### config.mk
export PLATFORM = sky130hd
export DESIGN_NAME = txcw_back
export DESIGN_NICKNAME = d
export VERILOG_FILES = /design/src/hw/rtl/txcw_pkg.sv /design/src/hw/rtl/txcw_back.sv
export SDC_FILE = /design/constraint.sdc
export NUM_CORES = 1
export LEC_CHECK = 0
export BUFFER_PORTS_ARGS = -buffer_cell sky130_fd_sc_hd__clkbuf_2
export CAP_MARGIN = 0
export CORE_UTILIZATION = 55
export CTS_BUF_LIST = sky130_fd_sc_hd__clkbuf_8
export CTS_CLUSTER_DIAMETER = 150
export DETAILED_ROUTE_END_ITERATION = 7
export HOLD_SLACK_MARGIN = 0.02
export PLACE_DENSITY = 0.79
export SLEW_MARGIN = 20
export SYNTH_ARGS = -nofsm -noshare
export SYNTH_HDL_FRONTEND = slang
export SYNTH_SLANG_ARGS = --single-unit
### constraint.sdc
create_clock -name clk -period 5.9 [get_ports clk]
set_input_delay 0.295 -clock clk [delete_from_list [all_inputs] [get_ports clk]]
set_output_delay 0.295 -clock clk [all_outputs]
set_load 0.005 [all_outputs]
### src/hw/rtl/txcw_pkg.sv
// Shared types and constants for the text console character writer.
// Holds field widths, operation codes, command classes and back-end states.
// No dependencies.
`default_nettype none

package txcw_pkg;

  localparam int OP_W    = 2;
  localparam int CHAR_W  = 8;
  localparam int ATTR_W  = 8;
  localparam int ROW_W   = 5;
  localparam int COL_W   = 7;
  localparam int ENTRY_W = ATTR_W + CHAR_W;

  localparam int DEF_COLUMNS = 80;
  localparam int DEF_ROWS    = 25;
  localparam int FIFO_DEPTH  = 2;

  localparam logic [ATTR_W-1:0] ATTR_RESET   = 8'd7;
  localparam logic [CHAR_W-1:0] NEWLINE_CHAR = 8'd10;

  typedef enum logic [OP_W-1:0] {
    OP_PUT   = 2'd0,
    OP_READ  = 2'd1,
    OP_CLEAR = 2'd2
  } op_t;

  typedef enum logic [2:0] {
    CMD_PUT,
    CMD_NEWLINE,
    CMD_READ,
    CMD_READ_BLANK,
    CMD_CLEAR,
    CMD_NOP
  } cmd_kind_t;

  typedef struct packed {
    cmd_kind_t          kind;
    logic [CHAR_W-1:0]  character;
    logic [ROW_W-1:0]   read_row;
    logic [COL_W-1:0]   read_column;
  } cmd_t;

  typedef struct packed {
    logic init_busy;
  } back_status_t;

  typedef enum logic [1:0] {
    ST_IDLE,
    ST_READ,
    ST_SWEEP,
    ST_RESULT
  } back_state_t;

endpackage

`default_nettype wire

### src/hw/rtl/txcw_back.sv
// Back part: cursor, ring of screen rows, cell store sweeps and result register.
// Depends on txcw_pkg; drives an external txcw_ram instance.
`default_nettype none

module txcw_back #(
  parameter int COLUMNS = txcw_pkg::DEF_COLUMNS,
  parameter int ROWS    = txcw_pkg::DEF_ROWS,
  parameter int ADDR_W  = $clog2(ROWS * COLUMNS)
) (
  input  wire logic                          clk,
  input  wire logic                          rst_n,
  input  wire logic                          cfg_write_enable,
  input  wire logic [txcw_pkg::ATTR_W-1:0]   cfg_write_data,
  input  wire logic                          cmd_valid,
  input  wire txcw_pkg::cmd_t                cmd,
  output logic                               cmd_pop,
  output txcw_pkg::back_status_t             status,
  output logic                               ram_we,
  output logic      [ADDR_W-1:0]             ram_addr,
  output logic      [txcw_pkg::ENTRY_W-1:0]  ram_wdata,
  input  wire logic [txcw_pkg::ENTRY_W-1:0]  ram_rdata,
  output logic                               out_valid,
  input  wire logic                          out_stall,
  output logic      [txcw_pkg::ENTRY_W-1:0]  out_cell_entry,
  output logic      [txcw_pkg::ROW_W-1:0]    out_cursor_row,
  output logic      [txcw_pkg::COL_W-1:0]    out_cursor_column,
  output logic                               out_scrolled
);

  import txcw_pkg::*;

  localparam int                CELLS     = ROWS * COLUMNS;
  localparam logic [ROW_W-1:0]  ROW_LAST  = ROW_W'(ROWS - 1);
  localparam logic [COL_W-1:0]  COL_LAST  = COL_W'(COLUMNS - 1);
  localparam logic [ADDR_W-1:0] CELL_LAST = ADDR_W'(CELLS - 1);
  localparam logic [ADDR_W-1:0] COLS_A    = ADDR_W'(COLUMNS);

  back_state_t        state_r, state_nxt;
  logic [ATTR_W-1:0]  attr_r, attr_nxt;
  logic [ROW_W-1:0]   cur_row_r, cur_row_nxt;
  logic [COL_W-1:0]   cur_col_r, cur_col_nxt;
  logic [ROW_W-1:0]   top_r, top_nxt;
  logic [ENTRY_W-1:0] blank_r, blank_nxt;
  logic [ADDR_W-1:0]  sweep_addr_r, sweep_addr_nxt;
  logic [ADDR_W-1:0]  sweep_end_r, sweep_end_nxt;
  logic               sweep_rsp_r, sweep_rsp_nxt;
  logic [ENTRY_W-1:0] res_entry_r, res_entry_nxt;
  logic               res_scrolled_r, res_scrolled_nxt;
  logic               out_valid_r, out_valid_nxt;
  logic [ENTRY_W-1:0] out_entry_r, out_entry_nxt;
  logic [ROW_W-1:0]   out_row_r, out_row_nxt;
  logic [COL_W-1:0]   out_col_r, out_col_nxt;
  logic               out_scrolled_r, out_scrolled_nxt;

  logic [ADDR_W-1:0]  cur_addr, rd_addr, top_base;
  logic [ENTRY_W-1:0] blank_now, put_entry;
  logic               advance_row, scroll, sweep_done, out_free;

  function automatic logic [ADDR_W-1:0] cell_addr(input logic [ROW_W-1:0] top,
                                                  input logic [ROW_W-1:0] lrow,
                                                  input logic [COL_W-1:0] col);
    logic [ROW_W:0]   sum;
    logic [ROW_W-1:0] prow;
    sum = {1'b0, top} + {1'b0, lrow};
    if (sum >= (ROW_W+1)'(ROWS)) begin
      sum = sum - (ROW_W+1)'(ROWS);
    end
    prow = sum[ROW_W-1:0];
    return ADDR_W'(prow) * COLS_A + ADDR_W'(col);
  endfunction

  assign cur_addr    = cell_addr(top_r, cur_row_r, cur_col_r);
  assign rd_addr     = cell_addr(top_r, cmd.read_row, cmd.read_column);
  assign top_base    = ADDR_W'(top_r) * COLS_A;
  assign blank_now   = {attr_r, {CHAR_W{1'b0}}};
  assign put_entry   = {attr_r, cmd.character};
  assign advance_row = (cmd.kind == CMD_NEWLINE) || (cur_col_r == COL_LAST);
  assign scroll      = advance_row && (cur_row_r == ROW_LAST);
  assign sweep_done  = (sweep_addr_r == sweep_end_r);
  assign out_free    = !out_valid_r || !out_stall;

  assign status.init_busy  = (state_r == ST_SWEEP) && !sweep_rsp_r;
  assign out_valid         = out_valid_r;
  assign out_cell_entry    = out_entry_r;
  assign out_cursor_row    = out_row_r;
  assign out_cursor_column = out_col_r;
  assign out_scrolled      = out_scrolled_r;

  always_comb begin
    state_nxt = state_r;
    case (state_r)
      ST_IDLE: begin
        if (cmd_valid) begin
          case (cmd.kind)
            CMD_PUT, CMD_NEWLINE: state_nxt = scroll ? ST_SWEEP : ST_RESULT;
            CMD_READ:             state_nxt = ST_READ;
            CMD_CLEAR:            state_nxt = ST_SWEEP;
            default:              state_nxt = ST_RESULT;
          endcase
        end
      end
      ST_READ: begin
        state_nxt = ST_RESULT;
      end
      ST_SWEEP: begin
        if (sweep_done) begin
          state_nxt = sweep_rsp_r ? ST_RESULT : ST_IDLE;
        end
      end
      ST_RESULT: begin
        if (out_free) begin
          state_nxt = ST_IDLE;
        end
      end
      default: begin
        state_nxt = ST_IDLE;
      end
    endcase
  end

  always_comb begin
    attr_nxt         = cfg_write_enable ? cfg_write_data : attr_r;
    cur_row_nxt      = cur_row_r;
    cur_col_nxt      = cur_col_r;
    top_nxt          = top_r;
    blank_nxt        = blank_r;
    sweep_addr_nxt   = sweep_addr_r;
    sweep_end_nxt    = sweep_end_r;
    sweep_rsp_nxt    = sweep_rsp_r;
    res_entry_nxt    = res_entry_r;
    res_scrolled_nxt = res_scrolled_r;
    out_valid_nxt    = out_valid_r && out_stall;
    out_entry_nxt    = out_entry_r;
    out_row_nxt      = out_row_r;
    out_col_nxt      = out_col_r;
    out_scrolled_nxt = out_scrolled_r;
    cmd_pop          = 1'b0;
    ram_we           = 1'b0;
    ram_addr         = '0;
    ram_wdata        = blank_r;
    case (state_r)
      ST_IDLE: begin
        if (cmd_valid) begin
          cmd_pop          = 1'b1;
          res_entry_nxt    = '0;
          res_scrolled_nxt = 1'b0;
          case (cmd.kind)
            CMD_PUT, CMD_NEWLINE: begin
              if (cmd.kind == CMD_PUT) begin
                ram_we        = 1'b1;
                ram_addr      = cur_addr;
                ram_wdata     = put_entry;
                res_entry_nxt = put_entry;
              end
              if (advance_row) begin
                cur_col_nxt = '0;
                if (scroll) begin
                  top_nxt          = (top_r == ROW_LAST) ? '0 : top_r + 1'b1;
                  blank_nxt        = blank_now;
                  sweep_addr_nxt   = top_base;
                  sweep_end_nxt    = top_base + COLS_A - 1'b1;
                  sweep_rsp_nxt    = 1'b1;
                  res_scrolled_nxt = 1'b1;
                end else begin
                  cur_row_nxt = cur_row_r + 1'b1;
                end
              end else begin
                cur_col_nxt = cur_col_r + 1'b1;
              end
            end
            CMD_READ: begin
              ram_addr = rd_addr;
            end
            CMD_READ_BLANK: begin
              res_entry_nxt = blank_now;
            end
            CMD_CLEAR: begin
              cur_row_nxt    = '0;
              cur_col_nxt    = '0;
              top_nxt        = '0;
              blank_nxt      = blank_now;
              sweep_addr_nxt = '0;
              sweep_end_nxt  = CELL_LAST;
              sweep_rsp_nxt  = 1'b1;
            end
            default: begin
              res_entry_nxt = '0;
            end
          endcase
        end
      end
      ST_READ: begin
        res_entry_nxt = ram_rdata;
      end
      ST_SWEEP: begin
        ram_we    = 1'b1;
        ram_addr  = sweep_addr_r;
        ram_wdata = blank_r;
        if (!sweep_done) begin
          sweep_addr_nxt = sweep_addr_r + 1'b1;
        end
      end
      ST_RESULT: begin
        if (out_free) begin
          out_valid_nxt    = 1'b1;
          out_entry_nxt    = res_entry_r;
          out_row_nxt      = cur_row_r;
          out_col_nxt      = cur_col_r;
          out_scrolled_nxt = res_scrolled_r;
        end
      end
      default: begin
        ram_we = 1'b0;
      end
    endcase
  end

  always_ff @(posedge clk) begin
    if (!rst_n) begin
      state_r        <= ST_SWEEP;
      attr_r         <= ATTR_RESET;
      cur_row_r      <= '0;
      cur_col_r      <= '0;
      top_r          <= '0;
      blank_r        <= {ATTR_RESET, {CHAR_W{1'b0}}};
      sweep_addr_r   <= '0;
      sweep_end_r    <= CELL_LAST;
      sweep_rsp_r    <= 1'b0;
      out_valid_r    <= 1'b0;
    end else begin
      state_r        <= state_nxt;
      attr_r         <= attr_nxt;
      cur_row_r      <= cur_row_nxt;
      cur_col_r      <= cur_col_nxt;
      top_r          <= top_nxt;
      blank_r        <= blank_nxt;
      sweep_addr_r   <= sweep_addr_nxt;
      sweep_end_r    <= sweep_end_nxt;
      sweep_rsp_r    <= sweep_rsp_nxt;
      out_valid_r    <= out_valid_nxt;
    end
  end

  always_ff @(posedge clk) begin
    res_entry_r    <= res_entry_nxt;
    res_scrolled_r <= res_scrolled_nxt;
    out_entry_r    <= out_entry_nxt;
    out_row_r      <= out_row_nxt;
    out_col_r      <= out_col_nxt;
    out_scrolled_r <= out_scrolled_nxt;
  end

`ifndef ASSERT_OFF
  a_cursor_in_screen: assert property (@(posedge clk) disable iff (!rst_n)
    (cur_row_r <= ROW_LAST) && (cur_col_r <= COL_LAST) && (top_r <= ROW_LAST))
    else $error("cursor or top row outside the screen");

  a_sweep_in_range: assert property (@(posedge clk) disable iff (!rst_n)
    (state_r == ST_SWEEP) |-> (sweep_addr_r <= sweep_end_r) && (sweep_end_r <= CELL_LAST))
    else $error("blanking sweep outside its range");

  a_read_follows_pop: assert property (@(posedge clk) disable iff (!rst_n)
    (state_r == ST_IDLE) && cmd_valid && (cmd.kind == CMD_READ) |=> (state_r == ST_READ))
    else $error("read did not wait for store data");

  a_scroll_cursor: assert property (@(posedge clk) disable iff (!rst_n)
    out_valid_r && out_scrolled_r |-> (out_row_r == ROW_LAST) && (out_col_r == '0))
    else $error("scrolled transaction with cursor off the last row start");
`endif

endmodule

`default_nettype wire

# ---- Word level (Yosys, flattened, before mapping)
# Cells that the tools add are included.
# Widths: inputs -> output; s select.
dict set report word_totals {
  ff_bits 113
  wordCells 131
}
dict set report classes {
  n_addsub 12
  mul 3
  magnitude_cmp 2
  eq_ne 21
  mux 54
  reduce_logical 23
}
# cell count
set ops {}
lappend ops {{$mux 16} 8}
lappend ops {{$pmux 11 s2} 5}
lappend ops {{$pmux 16 s2} 3}
lappend ops {{$mux 11} 8}
lappend ops {{$mux 5} 7}
lappend ops {{$add 11x7->11} 2}
lappend ops {{$mul 5x3->7 const B} 3}
lappend ops {{$pmux 5 s2} 2}
lappend ops {{$ne 2x2->1 const B} 7}
lappend ops {{$pmux 7 s2} 1}
lappend ops {{$add 5x5->6} 2}
lappend ops {{$ge 6x5->1 const B} 2}
lappend ops {{$add 11x1->11 const B} 1}
lappend ops {{$add 11x7->11 const B} 1}
lappend ops {{$eq 11x11->1} 1}
lappend ops {{$mux 1} 11}
lappend ops {{$sub 11x1->11 const B} 1}
lappend ops {{$add 5x1->5 const B} 2}
lappend ops {{$eq 5x5->1 const B} 2}
lappend ops {{$reduce_and 5->1} 2}
lappend ops {{$sub 5x5->5 const B} 2}
lappend ops {{$mux 2} 4}
lappend ops {{$pmux 2 s4} 1}
lappend ops {{$reduce_and 2->1} 4}
lappend ops {{21 further kinds} 33}

# ---- Longest topological paths before layout
# Gate-level depths: netlist of run 1.
dict set report depth {
  ltp_word 9
  ltp_mapped 19
}

# ---- Worst setup path before layout of run 1
# No wires, ideal clock.
dict set report synth_path {
  path_type {flip-flop to output port}
  from {register top_r[0]}
  to {output port ram_addr[10]}
  t_arrival_ns 4.423
  t_required_ns 5.605
  path_slack_ns 1.182
  path_stages_with_launch 19
  n_path_buf 0
  cell_sequence {dfxtp_1 > ha_1 > fa_1 > and3_4 > or3_4 > and2_4 > a31oi_2 > mux2_2 > ha_1 > ha_1 > inv_1 > fa_1 > inv_1 > o211ai_2 > mux2i_1 > nor4_1 > xor2_1 > nor3_1 > a221o_1}
}
dict set report synth_via {
  elab_chain_cells 9
}
# item line_no
set synth_rtl {}
lappend synth_rtl {{from (decl)} txcw_back.sv:42} ;# logic [ROW_W-1:0] top_r, top_nxt;
lappend synth_rtl {{from (signal assigned)} txcw_back.sv:235} ;# top_r <= top_nxt;
lappend synth_rtl {{$add 5x5->6} txcw_back.sv:64} ;# sum = {1'b0, top} + {1'b0, lrow};
lappend synth_rtl {{$sub 5x5->5 / $ge 6x5->1 (equally long branches)} {txcw_back.sv:66, txcw_back.sv:65}}
lappend synth_rtl {{$mux 5} txcw_back.sv:65} ;# if (sum >= (ROW_W+1)'(ROWS)) begin
lappend synth_rtl {{$mul 5x3->7} txcw_back.sv:69} ;# return ADDR_W'(prow) * COLS_A + ADDR_W'(col);
lappend synth_rtl {{$add 11x7->11} txcw_back.sv:69}
lappend synth_rtl {{$mux 11} txcw_back.sv:149} ;# if (cmd.kind == CMD_PUT) begin
lappend synth_rtl {{$pmux 11 s2 *} txcw_back.sv:147} ;# case (cmd.kind)
lappend synth_rtl {{$mux 11 *} txcw_back.sv:143} ;# if (cmd_valid) begin
lappend synth_rtl {{$pmux 11 s2 *} txcw_back.sv:141} ;# case (state_r)
lappend synth_rtl {{to (decl)} txcw_back.sv:19} ;# output logic [ADDR_W-1:0] ram_addr,
# Mark *: on every way between the ends. The rest lies on a longest branch, timed or not.

# ---- Final worst setup path of run 1
# Ends and elaborated chain as after synthesis.

==> results.tsv, run 1 <==
stage	metric	value	unit
run_status	status	complete, but fails checks	
run_status	failing checks	DRC	
global_routing	number of global-route vias before repair	4922	
routing	Vias	5101	
synth	Post-Syn Area	0.00607	mm2
clock_tree	Clock Path Buffers	2	
global_routing	GRT Overall Usage	25.6	%
die	Initial Util	56.3	%
synth	multiplexer share of the synthesized area	3.93	%
global_routing	grt total ovfl	0	
synth	Post-Synthesis Cells	633	
clock_tree	clk slew on worst S/H paths	0.11	ns
critical_path	Setup Crit Path Kind	reg2out	
sta	Fin. Hold Viols	0	
sta	setup TNS	0	ns
synth	Seq/Total Area, Yosys	40.9	%
clock_tree	CTS Buf Count	9	
synth	Synthesized Nets	737	
sta	final worst path period share	94.2	%
sta	worst setup margin	0.342	ns
sta	Tmin final	5.56	ns
critical_path	crit path max fanout	9	
power	Worst VDD drop	0.000159	V
synth	post-synthesis compound-gate area fraction	15.7	%
critical_path	R2R Path End	sweep_addr_r[10]$_SDFFE_PN0P_	
sta	max-slew violations	0	
sta	WHS	0.142	ns
synth	Distinct cells, synth	67	
critical_path	Startpoint Class	flip-flop	
clock_tree	Root Driver	clkbuf_8	
routing	DRT iter0 DRCs	335	
power	Power, Total	1.30	mW
finish	Final Util	64.0	%
finish	non-filler cells in the finished layout	874	
finish	n_diodes	0	
clock_tree	# H-tree levels	3	
clock_tree	post-CTS setup buffers	0	
sta	Slew @ Worst Pin	1.02	ns
placed_design	detailed-placement wirelength estimate	10.9	mm
synth	Post-synth EDFFs	46	
critical_path	Required @ worst endpoint	5.61	ns
die	die area	0.0115	mm2
die	Core Area	0.0108	mm2
routing	via density per instance	5.84	
critical_path	CP endpoint kind	output port	
critical_path	r2r setup slk	3.17	ns
clock_tree	CTS tree	yes	
finish	final-layout fill cell count	902	
global_routing	first-pass GRT wire length	22.9	mm
placed_design	I/O Buffers	111	
global_routing	largest net degree at the start of global routing	43	
die	IO Count	112	
sta	fmax	0.180	GHz
synth	syn_area_per_cell	9.60	um2
synth	synth warn	0	
min_path	worst min path class	in2reg	
critical_path	Worst EP arrival	5.26	ns
global_routing	initial antenna violation count	0	
synth	XOR/XNOR Fraction of Synth Area	7.35	%
critical_path	crit path launch	top_r[0]$_SDFFE_PN0P_	
synth	largest family of logic cells by synthesized area	simple AND/OR/NAND/NOR gates	
synth	adder-cell share of the synthesized area	11.6	%
sta	Rel. slew slack	31.6	%
clock_tree	# clock sinks	101	
routing	final WL	14.2	mm
finish	layout cells sized above 1	21.3	%
die	Die X	107	um
sta	Final Skew	0.0166	ns
power	P_leak	3.00	nW
synth	share of flip-flops with an asynchronous set or reset	0	%
run	max cap viols	0	
placed_design	Routability Congestion	0.947	
finish	synthesis-to-layout area growth	13.7	%
placed_design	dpl cells	858	
die	row count	38	
synth	ys flop type	dfxtp_1	
critical_path	end point of the critical path	ram_addr[10]	
routing	Avg WL per Cell	16.2	um
critical_path	worst r2r src	cur_col_r[0]$_SDFFE_PN0P_	
sta	Final Setup Violations	0	
clock_tree	worst-skew pair later-pin latency	0.37	ns
finish	fin area	0.00691	mm2
die	DIE HEIGHT	107	um
routing	number of iterations in the first detailed-routing pass	7	
power	Cell Pwr Density	189	mW/mm2
synth	Yosys reg bits	101	
sta	RSZ-0062 raised after global routing	false	
critical_path	R2R depth	8	
placed_design	pre-CTS WS	0.695	ns
routing	Final ANT Viol Nets	0	
placed_design	DP Area	0.00671	mm2
finish	fin nets	833	
synth	Synth Area in Simple Gates	17.0	%
routing	DRC Markers	1	
-- worst max-delay path, cell delays in order (launching register included) --
cell      delay, ns
dfxtp_2        0.40
ha_1           0.24
fa_1           0.42
and3_4         0.18
or3_4          0.37
and2_4         0.18
a31oi_2        0.28
mux2_2         0.42
ha_1           0.30
ha_1           0.23
inv_1          0.08
fa_1           0.45
inv_1          0.09
o211ai_2       0.12
mux2i_1        0.16
nor4_2         0.32
xor2_1         0.20
nor3_1         0.06
a221o_1        0.27
clkbuf_2       0.12
-- flip-flops by register name (all words and copies together), names as in the netlist, 7 cells and up --
| name | cells |
|---|---|
| sweep_addr_r | 11 |
| out_cell_entry | 16 |
| out_cursor_column | 7 |
| sweep_end_r | 7 |
| blank_r | 8 |
| attr_r | 8 |
| res_entry_r | 16 |
| cur_col_r | 7 |
-- logic make-up (layout without fill, tap and decap cells) --
family / Yosys count / in the layout
simple gates: 214 / 214
compound gates: 138 / 138
flops: 101 / 101
buf+inv: 55 / 156
fa+ha+maj: 52 / 52
xor+xnor: 51 / 51
mux: 22 / 22
-- Yosys cell counts, types with 4 or more instances --
cell type  count  area share [%]
a31oi_1        5            0.51
mux2_2        11             2.0
o21ai_0       34             2.8
a22o_1        15             2.2
inv_1         27             1.7
a21boi_0      14             1.7
a21oi_1       18             1.5
mux2i_1       10             1.6
nor3_1         8            0.66
nand3_1       17             1.4
ha_1          45             9.3
clkbuf_1      18             1.1
nand4_1        8            0.82
edfxtp_1      46              23
buf_2          8            0.66
a21o_1        10             1.2
xor2_1        31             4.5
dfxtp_1       55              18
o31ai_1        4            0.49
a22oi_1        7            0.87
nand2_1       83             5.1
xnor2_1       20             2.9
o22ai_1        4            0.41
nor2b_1       14             1.4
nor4_1         6            0.62
and3_1        14             1.4
fa_1           7             2.3
nor2_1        41             2.5
-- layout by cell type, fill, tap and decap left out, types with 8 or more instances in the layout --
master and n:
xor2_1 31, a22o_1 15, a21oi_1 18, clkbuf_8 9, o21ai_0 34, edfxtp_1 46, mux2i_1 10, clkbuf_2 111
nor2b_1 14, nand2_1 83, nand3_1 17, dfxtp_1 54, nor2_1 41, and3_1 14, nand4_1 8, a21boi_0 14
ha_1 45, mux2_2 11, a21o_1 10, inv_1 26, xnor2_1 20
-- worst min path at each step --
stage                                    startpoint                            to  cells after the start
after detailed placement   res_entry_r[0]$_DFFE_PP_   out_cell_entry[0]$_DFFE_PP_                      0
after global routing              cfg_write_data[1]        attr_r[1]$_SDFFE_PN1P_                      3
after floorplan            res_entry_r[0]$_DFFE_PP_   out_cell_entry[0]$_DFFE_PP_                      0
final                             cfg_write_data[2]        attr_r[2]$_SDFFE_PN1P_                      3
after CTS                         cfg_write_data[0]        attr_r[0]$_SDFFE_PN1P_                      3
after global placement    res_entry_r[14]$_DFFE_PP_  out_cell_entry[14]$_DFFE_PP_                      0
-- per-layer routing --
layer / wire length [um] / vias to the layer above / part of all wire, % / GRT usage (%)
li1: - / 2460 / - / -
met1: 6140 / 2426 / 43 / 31.5
met2: 6820 / 189 / 48 / 44.2
met3: 915 / 26 / 6.4 / 4.62
met4: 306 / 0 / 2.2 / 10.4
met5: 0 / - / 0 / 0
-- final cells by class --
cell class | count | area, um2 | share of cell area [%]
clock buffers | 9 | 124 | 1.79
well taps | 140 | 175 | 2.54
clock inverters | 7 | 68.8 | 0.996
flip-flops and latches | 101 | 2480 | 35.9
inverters | 27 | 101 | 1.47
repair buffers | 113 | 571 | 8.26
multi-input cells | 477 | 3390 | 49.0
-- where the power goes --
group          internal, mW  switching (mW)
combinational        0.0651          0.0781
clock                 0.164           0.259
sequential            0.731         0.00643
-- what timing repair did --
| action | 4_1_cts | 5_1_grt |
|---|---|---|
| gates resized for setup | 0 | 2 |
| setup endpoints to repair | 0 | 1 |
| hold buffers | 0 | 0 |
Note: power is estimated with default switching activity, not from simulation.
==> run 2, diff against run 1 <==
--- a/config.mk
+++ b/config.mk
@@ -5,7 +5,7 @@
 export SDC_FILE = /design/constraint.sdc
 export NUM_CORES = 1
 export LEC_CHECK = 0
-export BUFFER_PORTS_ARGS = -buffer_cell sky130_fd_sc_hd__clkbuf_2
+export BUFFER_PORTS_ARGS = -buffer_cell sky130_fd_sc_hd__buf_2
 export CAP_MARGIN = 0
 export CORE_UTILIZATION = 55
 export CTS_BUF_LIST = sky130_fd_sc_hd__clkbuf_8
==> run 2 against run 1 <==
Against the previous run:
- final cell count did not move
- clock skew shrank 0.00069 ns
- largest cell class unchanged
- fmax is 2.4% lower
- sequential power hardly changed
- register-to-register slack barely moved
- non-clock buffer count unchanged
- the flow still finishes with violations (DRC)
- die area did not move
- critical path depth did not move
- combinational power about the same
- critical path type unchanged
- design area about the same
- global-route usage down 1.0 points
==> results.tsv, run 2 (synthesized netlist as in run 1, its figures left out) <==
stage	metric	value	unit	change
clock_tree	# resized after CTS	0		unchanged
placed_design	I/O Buffers	111		unchanged
critical_path	Required @ worst endpoint	5.61	ns	about the same
sta	Final Skew	0.0159	ns	-0.000692 ns
global_routing	grt total ovfl	0		unchanged
finish	fin nets	833		unchanged
die	die area	0.0115	mm2	unchanged
routing	DRC Markers	1		unchanged
die	Core Area	0.0108	mm2	unchanged
sta	Rel. slew slack	26.3	%	-5.3 points
clock_tree	Clock Path Buffers	2		unchanged
sta	setup TNS	0	ns	unchanged
sta	Final Setup Violations	0		unchanged
run_status	status	complete, but fails checks		
clock_tree	post-CTS setup buffers	0		unchanged
clock_tree	Root Driver	clkbuf_8		
clock_tree	CTS Buf Count	9		unchanged
global_routing	initial antenna violation count	0		unchanged
critical_path	CP endpoint kind	output port		
routing	Final ANT Viol Nets	0		unchanged
sta	fmax	0.176	GHz	-2.4%
finish	multi-input logic area	0.00338	mm2	-0.18%
sta	Slew @ Worst Pin	1.10	ns	+0.0790 ns
run_status	failing checks	DRC		
clock_tree	# H-tree levels	3		unchanged
critical_path	Worst path max stage delay	0.45	ns	about the same
sta	Fin. Hold Viols	0		unchanged
power	Worst VDD drop	0.000105	V	-34%
global_routing	GRT Max-Usage Layer	met2		
critical_path	slowest CP cell	dfxtp_1		
critical_path	Critical Path, Cell by Cell	ha_1, fa_1, and3_4, or3_4, and2_4, a31oi_2, mux2_2, ha_1, ha_1, inv_1, fa_1, inv_1, o211ai_2, mux2i_1, nor4_1, xor2_1, nor3_1, a221o_1, buf_2		
power	P_leak	3.03	nW	+0.77%
routing	number of iterations in the first detailed-routing pass	7		unchanged
global_routing	GR met3 Demand/Resource	3.16	%	-1.5 points
routing	DRT iter0 DRCs	254		-24%
critical_path	Startpoint Class	flip-flop		
finish	most common cell after layout, fill and taps aside	buf_2		
power	Cell Pwr Density	191	mW/mm2	+1.1%
finish	synthesis-to-layout area growth	13.7	%	about the same
placed_design	Routability Congestion	0.932		-1.6%
min_path	WHS Path Cells	3		unchanged
sta	RSZ-0062 raised after global routing	false		
global_routing	met2 Track Usage GR	42.5	%	-1.7 points
clock_tree	CTS Hold Bufs	0		unchanged
clock_tree	# clock sinks	101		unchanged
die	IO Count	112		unchanged
sta	final worst path period share	96.5	%	+2.3 points
die	row count	38		unchanged
finish	leading cell types in the layout, fill and taps excluded	buf_2, nand2_1, dfxtp_1		
placed_design	detailed-placement wirelength estimate	10.8	mm	-1.0%
sta	Tmin final	5.70	ns	+0.138 ns
placed_design	pre-CTS WS	0.688	ns	-0.00728 ns
global_routing	GRT Overall Usage	24.6	%	-1.0 points
clock_tree	clk slew on worst S/H paths	0.11	ns	about the same
clock_tree	worst-skew pair later-pin latency	0.37	ns	about the same
run	max cap viols	0		unchanged
die	DIE HEIGHT	107	um	unchanged
die	Initial Util	56.3	%	unchanged
global_routing	number of global-route vias before repair	4655		-5.4%
sta	worst setup margin	0.204	ns	-0.138 ns
critical_path	Setup Crit Path Kind	reg2out		
min_path	worst min path class	in2reg		
finish	n_diodes	0		unchanged
critical_path	R2R depth	8		unchanged
global_routing	largest net degree at the start of global routing	43		unchanged
critical_path	Worst EP arrival	5.40	ns	+0.14 ns
sta	WHS	0.138	ns	-0.00414 ns
routing	final WL	14.0	mm	-1.4%
finish	FF+latch area	0.00248	mm2	about the same
global_routing	first-pass GRT wire length	22.1	mm	-3.4%
routing	Vias	5039		-1.2%
finish	final-layout fill cell count	885		-1.9%
finish	Final Util	64.0	%	about the same
critical_path	most prevalent standard cell on the critical path	ha_1		
clock_tree	CTS tree	yes		
sta	max-slew violations	0		unchanged
global_routing	met1 GRT Util	31.5	%	about the same
finish	layout cells sized above 1	21.0	%	-0.27 points
routing	via density per instance	5.77		-1.2%
die	Die X	107	um	unchanged
critical_path	crit path max fanout	9		unchanged
routing	Avg WL per Cell	16.0	um	-1.4%
==> run 2: final cells by class <==
class,count,share of cell area (%)
multi-input cells,477,48.9
well taps,140,2.54
inverters,27,1.47
clock inverters,7,1.05
repair buffers,113,8.26
clock buffers,9,1.79
flip-flops and latches,101,35.9
==> run 2: routing by layer <==
layer,vias to the layer above,wire length (um)
met5,-,0
met4,0,259
met3,23,747
met2,166,6800
met1,2400,6190
li1,2450,-
==> run 2: path summary, 6_finish.rpt <==
kind / start / endpoint / slack, ns
max reg2reg: cur_col_r[1]$_SDFFE_PN0P_ / sweep_addr_r[10]$_SDFFE_PN0P_ / 3.16
max: top_r[0]$_SDFFE_PN0P_ / ram_addr[10] / 0.20
min: cfg_write_data[2] / attr_r[2]$_SDFFE_PN1P_ / 0.14
min reg2reg: res_entry_r[14]$_DFFE_PP_ / out_cell_entry[14]$_DFFE_PP_ / 0.42
==> run 2: critical path: cells and delay by family (launching register included) <==
kind	cells	cell delay (ns)
multiplexers	2	0.55
XOR/XNOR	1	0.19
flip-flops	1	0.45
adder cells (fa/ha/maj)	5	1.70
buffers and inverters	3	0.33
AO/OA/AOI/OAI	3	0.69
AND/OR/NAND/NOR	5	1.11
==> run 2: power by group <==
group	internal, mW	leakage, nW	total, mW	switching [mW]
Sequential	0.731	0.881	0.737	0.00644
Clock	0.198	0.101	0.438	0.240
Combinational	0.0640	2.04	0.141	0.0766
==> run 2: metrics by stage <==
step                instances  area [um2]  total power [mW]
floorplan                 633        6070             0.846
global placement          858        6710             0.885
detailed placement        858        6710             0.891
CTS                       874        6910              1.32
global route              874        6910              1.36
finish                    874        6910              1.32
==> run 3, diff against run 2 <==
--- a/config.mk
+++ b/config.mk
@@ -7,12 +7,11 @@
 export LEC_CHECK = 0
 export BUFFER_PORTS_ARGS = -buffer_cell sky130_fd_sc_hd__buf_2
 export CAP_MARGIN = 0
-export CORE_UTILIZATION = 55
+export CORE_UTILIZATION = 52
 export CTS_BUF_LIST = sky130_fd_sc_hd__clkbuf_8
 export CTS_CLUSTER_DIAMETER = 150
 export DETAILED_ROUTE_END_ITERATION = 7
-export HOLD_SLACK_MARGIN = 0.02
-export PLACE_DENSITY = 0.79
+export PLACE_DENSITY = 0.78
 export SLEW_MARGIN = 20
 export SYNTH_ARGS = -nofsm -noshare
 export SYNTH_HDL_FRONTEND = slang
==> constraint.sdc (replaced) <==
create_clock -name clk -period 5 [get_ports clk]
set_input_delay 0.25 -clock clk [delete_from_list [all_inputs] [get_ports clk]]
set_output_delay 0.25 -clock clk [all_outputs]
set_load 0.005 [all_outputs]
==> run 3 against run 2 <==
Against the previous run:
- sequential power increased by 18%
- worst hold slack lost 0.055 ns
- non-clock buffer count grew 29
- wire length increased by 8.4%
- first-iteration DRC count up 0.79%
- register-to-register slack worse by 0.83 ns
- utilization increased by 0.66 points
- largest cell class unchanged
- sequential cell count unchanged
- the flow finishes with violations (setup timing)
- combinational power up 39%
==> results.tsv, run 3 (synthesized netlist as in run 1, its figures left out) <==
stage	metric	value	unit	change
sta	RSZ-0062 raised after global routing	true		
clock_tree	CTS Buf Count	9		unchanged
die	Core Area	0.0114	mm2	+5.8%
global_routing	initial antenna violation count	0		unchanged
die	IO Count	112		unchanged
finish	layout cells sized above 1	28.3	%	+7.3 points
routing	number of iterations in the first detailed-routing pass	6		-1
finish	synthesis-to-layout area growth	21.5	%	
routing	via density per instance	5.76		-0.16%
routing	Final ANT Viol Nets	0		unchanged
sta	Rel. slew slack	25.7	%	-0.57 points
finish	fin nets	862		+3.5%
global_routing	grt total ovfl	0		unchanged
clock_tree	CTS tree	yes		
global_routing	met1 GRT Util	30.9	%	-0.59 points
placed_design	pre-CTS WS	0.00489	ns	-0.683 ns
run_status	failing checks	setup timing		
finish	final-layout fill cell count	902		+1.9%
sta	Tmin final	5.11	ns	
clock_tree	CTS Hold Bufs	0		unchanged
global_routing	number of global-route vias before repair	4852		+4.2%
global_routing	GRT Max-Usage Layer	met2		
critical_path	Worst EP arrival	4.86	ns	-0.54 ns
clock_tree	# clock sinks	101		unchanged
clock_tree	clk slew on worst S/H paths	0.11	ns	about the same
placed_design	I/O Buffers	111		unchanged
finish	most common cell after layout, fill and taps aside	buf_2		
die	DIE HEIGHT	110	um	+2.8%
critical_path	CP endpoint kind	output port		
power	Worst VDD drop	0.000148	V	+42%
global_routing	GRT Overall Usage	25.2	%	+0.59 points
global_routing	largest net degree at the start of global routing	43		unchanged
sta	worst setup margin	-0.107	ns	-0.310 ns
sta	Final Setup Violations	1		+1
routing	final WL	15.2	mm	+8.4%
placed_design	Routability Congestion	0.923		-0.93%
die	die area	0.0121	mm2	+5.7%
die	Initial Util	53.2	%	-3.1 points
run_status	status	complete, but fails checks		
routing	DRC Markers	0		-1
sta	fmax	0.196	GHz	
finish	leading cell types in the layout, fill and taps excluded	buf_2, nand2_1, dfxtp_1		
sta	max-slew violations	0		unchanged
routing	Vias	5215		+3.5%
clock_tree	Clock Path Buffers	2		unchanged
sta	WHS	0.0826	ns	-0.0551 ns
sta	setup TNS	-0.107	ns	-0.107 ns
finish	multi-input logic area	0.00361	mm2	+6.8%
run	max cap viols	0		unchanged
clock_tree	Root Driver	clkbuf_8		
min_path	worst min path class	in2reg		
placed_design	detailed-placement wirelength estimate	10.9	mm	+0.99%
power	Cell Pwr Density	217	mW/mm2	+14%
die	row count	39		+2.6%
routing	Avg WL per Cell	16.7	um	+4.5%
routing	DRT iter0 DRCs	256		+0.79%
clock_tree	worst-skew pair later-pin latency	0.38	ns	about the same
critical_path	Required @ worst endpoint	4.75	ns	-0.86 ns
die	Die X	110	um	+2.8%
sta	final worst path period share	102	%	
clock_tree	# H-tree levels	3		unchanged
finish	FF+latch area	0.00249	mm2	+0.45%
critical_path	Startpoint Class	flip-flop		
min_path	WHS Path Cells	3		unchanged
global_routing	met2 Track Usage GR	41.7	%	-0.84 points
sta	Fin. Hold Viols	0		unchanged
global_routing	GR met3 Demand/Resource	4.59	%	+1.4 points
critical_path	Setup Crit Path Kind	reg2out		
critical_path	R2R depth	8		unchanged
power	P_leak	3.17	nW	+4.9%
global_routing	first-pass GRT wire length	23.2	mm	+5.2%
placed_design	DP Area	0.00675	mm2	+0.62%
sta	Final Skew	0.0159	ns	-0.0000719 ns
critical_path	crit path max fanout	3		-6
finish	n_diodes	0		unchanged
finish	fin area	0.00738	mm2	+6.9%
sta	Slew @ Worst Pin	1.11	ns	+0.00851 ns
-- run 3: report_power, final --
part           leakage (nW)  internal [mW]  switching [mW]  total [mW]
clock network        0.0940          0.237           0.298       0.535
logic                  2.19         0.0918           0.104       0.196
registers             0.884          0.861         0.00729       0.868
total                  3.17           1.19           0.410        1.60
-- run 3: worst max-delay path, stage by stage, from the launching register on --
cell and delay (ns):
dfxtp_4 0.38, ha_4 0.18, fa_2 0.59, inv_2 0.05, ha_2 0.17, nand3b_1 0.21
a31oi_4 0.27, buf_6 0.15, buf_4 0.12, xnor2_1 0.17, ha_1 0.26, ha_4 0.16
inv_2 0.04, fa_1 0.55, inv_2 0.06, o211ai_4 0.10, nor4_4 0.07, nor4_2 0.30
xor2_1 0.17, nor3_1 0.06, a221o_1 0.27, buf_2 0.14
-- run 3: area by class of cell --
| class | count | area share, % |
|---|---|---|
| repair buffers | 142 | 10.7 |
| multi-input cells | 477 | 48.9 |
| inverters | 27 | 1.37 |
| flip-flops and latches | 101 | 33.8 |
| clock inverters | 7 | 1.10 |
| clock buffers | 9 | 1.68 |
| well taps | 143 | 2.42 |
-- run 3: through the flow --
stage	total power [mW]	std cells	util [%]
final	1.60	906	64.6
after global routing	1.66	906	64.6
after CTS	1.58	897	63.2
after detailed placement	1.05	866	59.1
after global placement	1.05	866	59.1
after floorplan	0.999	633	-
-- run 3: metal layers --
layer	share of wire (%)	vias to the layer above
met1	42	2417
met5	0	-
met3	6.3	54
met4	4.4	0
met2	47	238
li1	-	2506
-- run 3: worst paths after layout --
check / start / end / slack (ns)
setup reg to reg: cur_col_r[1]$_SDFFE_PN0P_ / sweep_addr_r[10]$_SDFFE_PN0P_ / 2.33
hold / removal: cfg_write_data[1] / attr_r[1]$_SDFFE_PN1P_ / 0.08
setup / recovery: top_r[0]$_SDFFE_PN0P_ / ram_addr[10] / -0.11
hold reg to reg: res_entry_r[12]$_DFFE_PP_ / out_cell_entry[12]$_DFFE_PP_ / 0.42
-- run 3: repair_timing --
| action | in CTS | in global routing |
|---|---|---|
| pin swaps | 11 | 16 |
| resized for setup | 33 | 16 |
| setup endpoints to repair | 1 | 1 |
| gates cloned | 0 | 0 |
| buffers inserted | 15 | 9 |
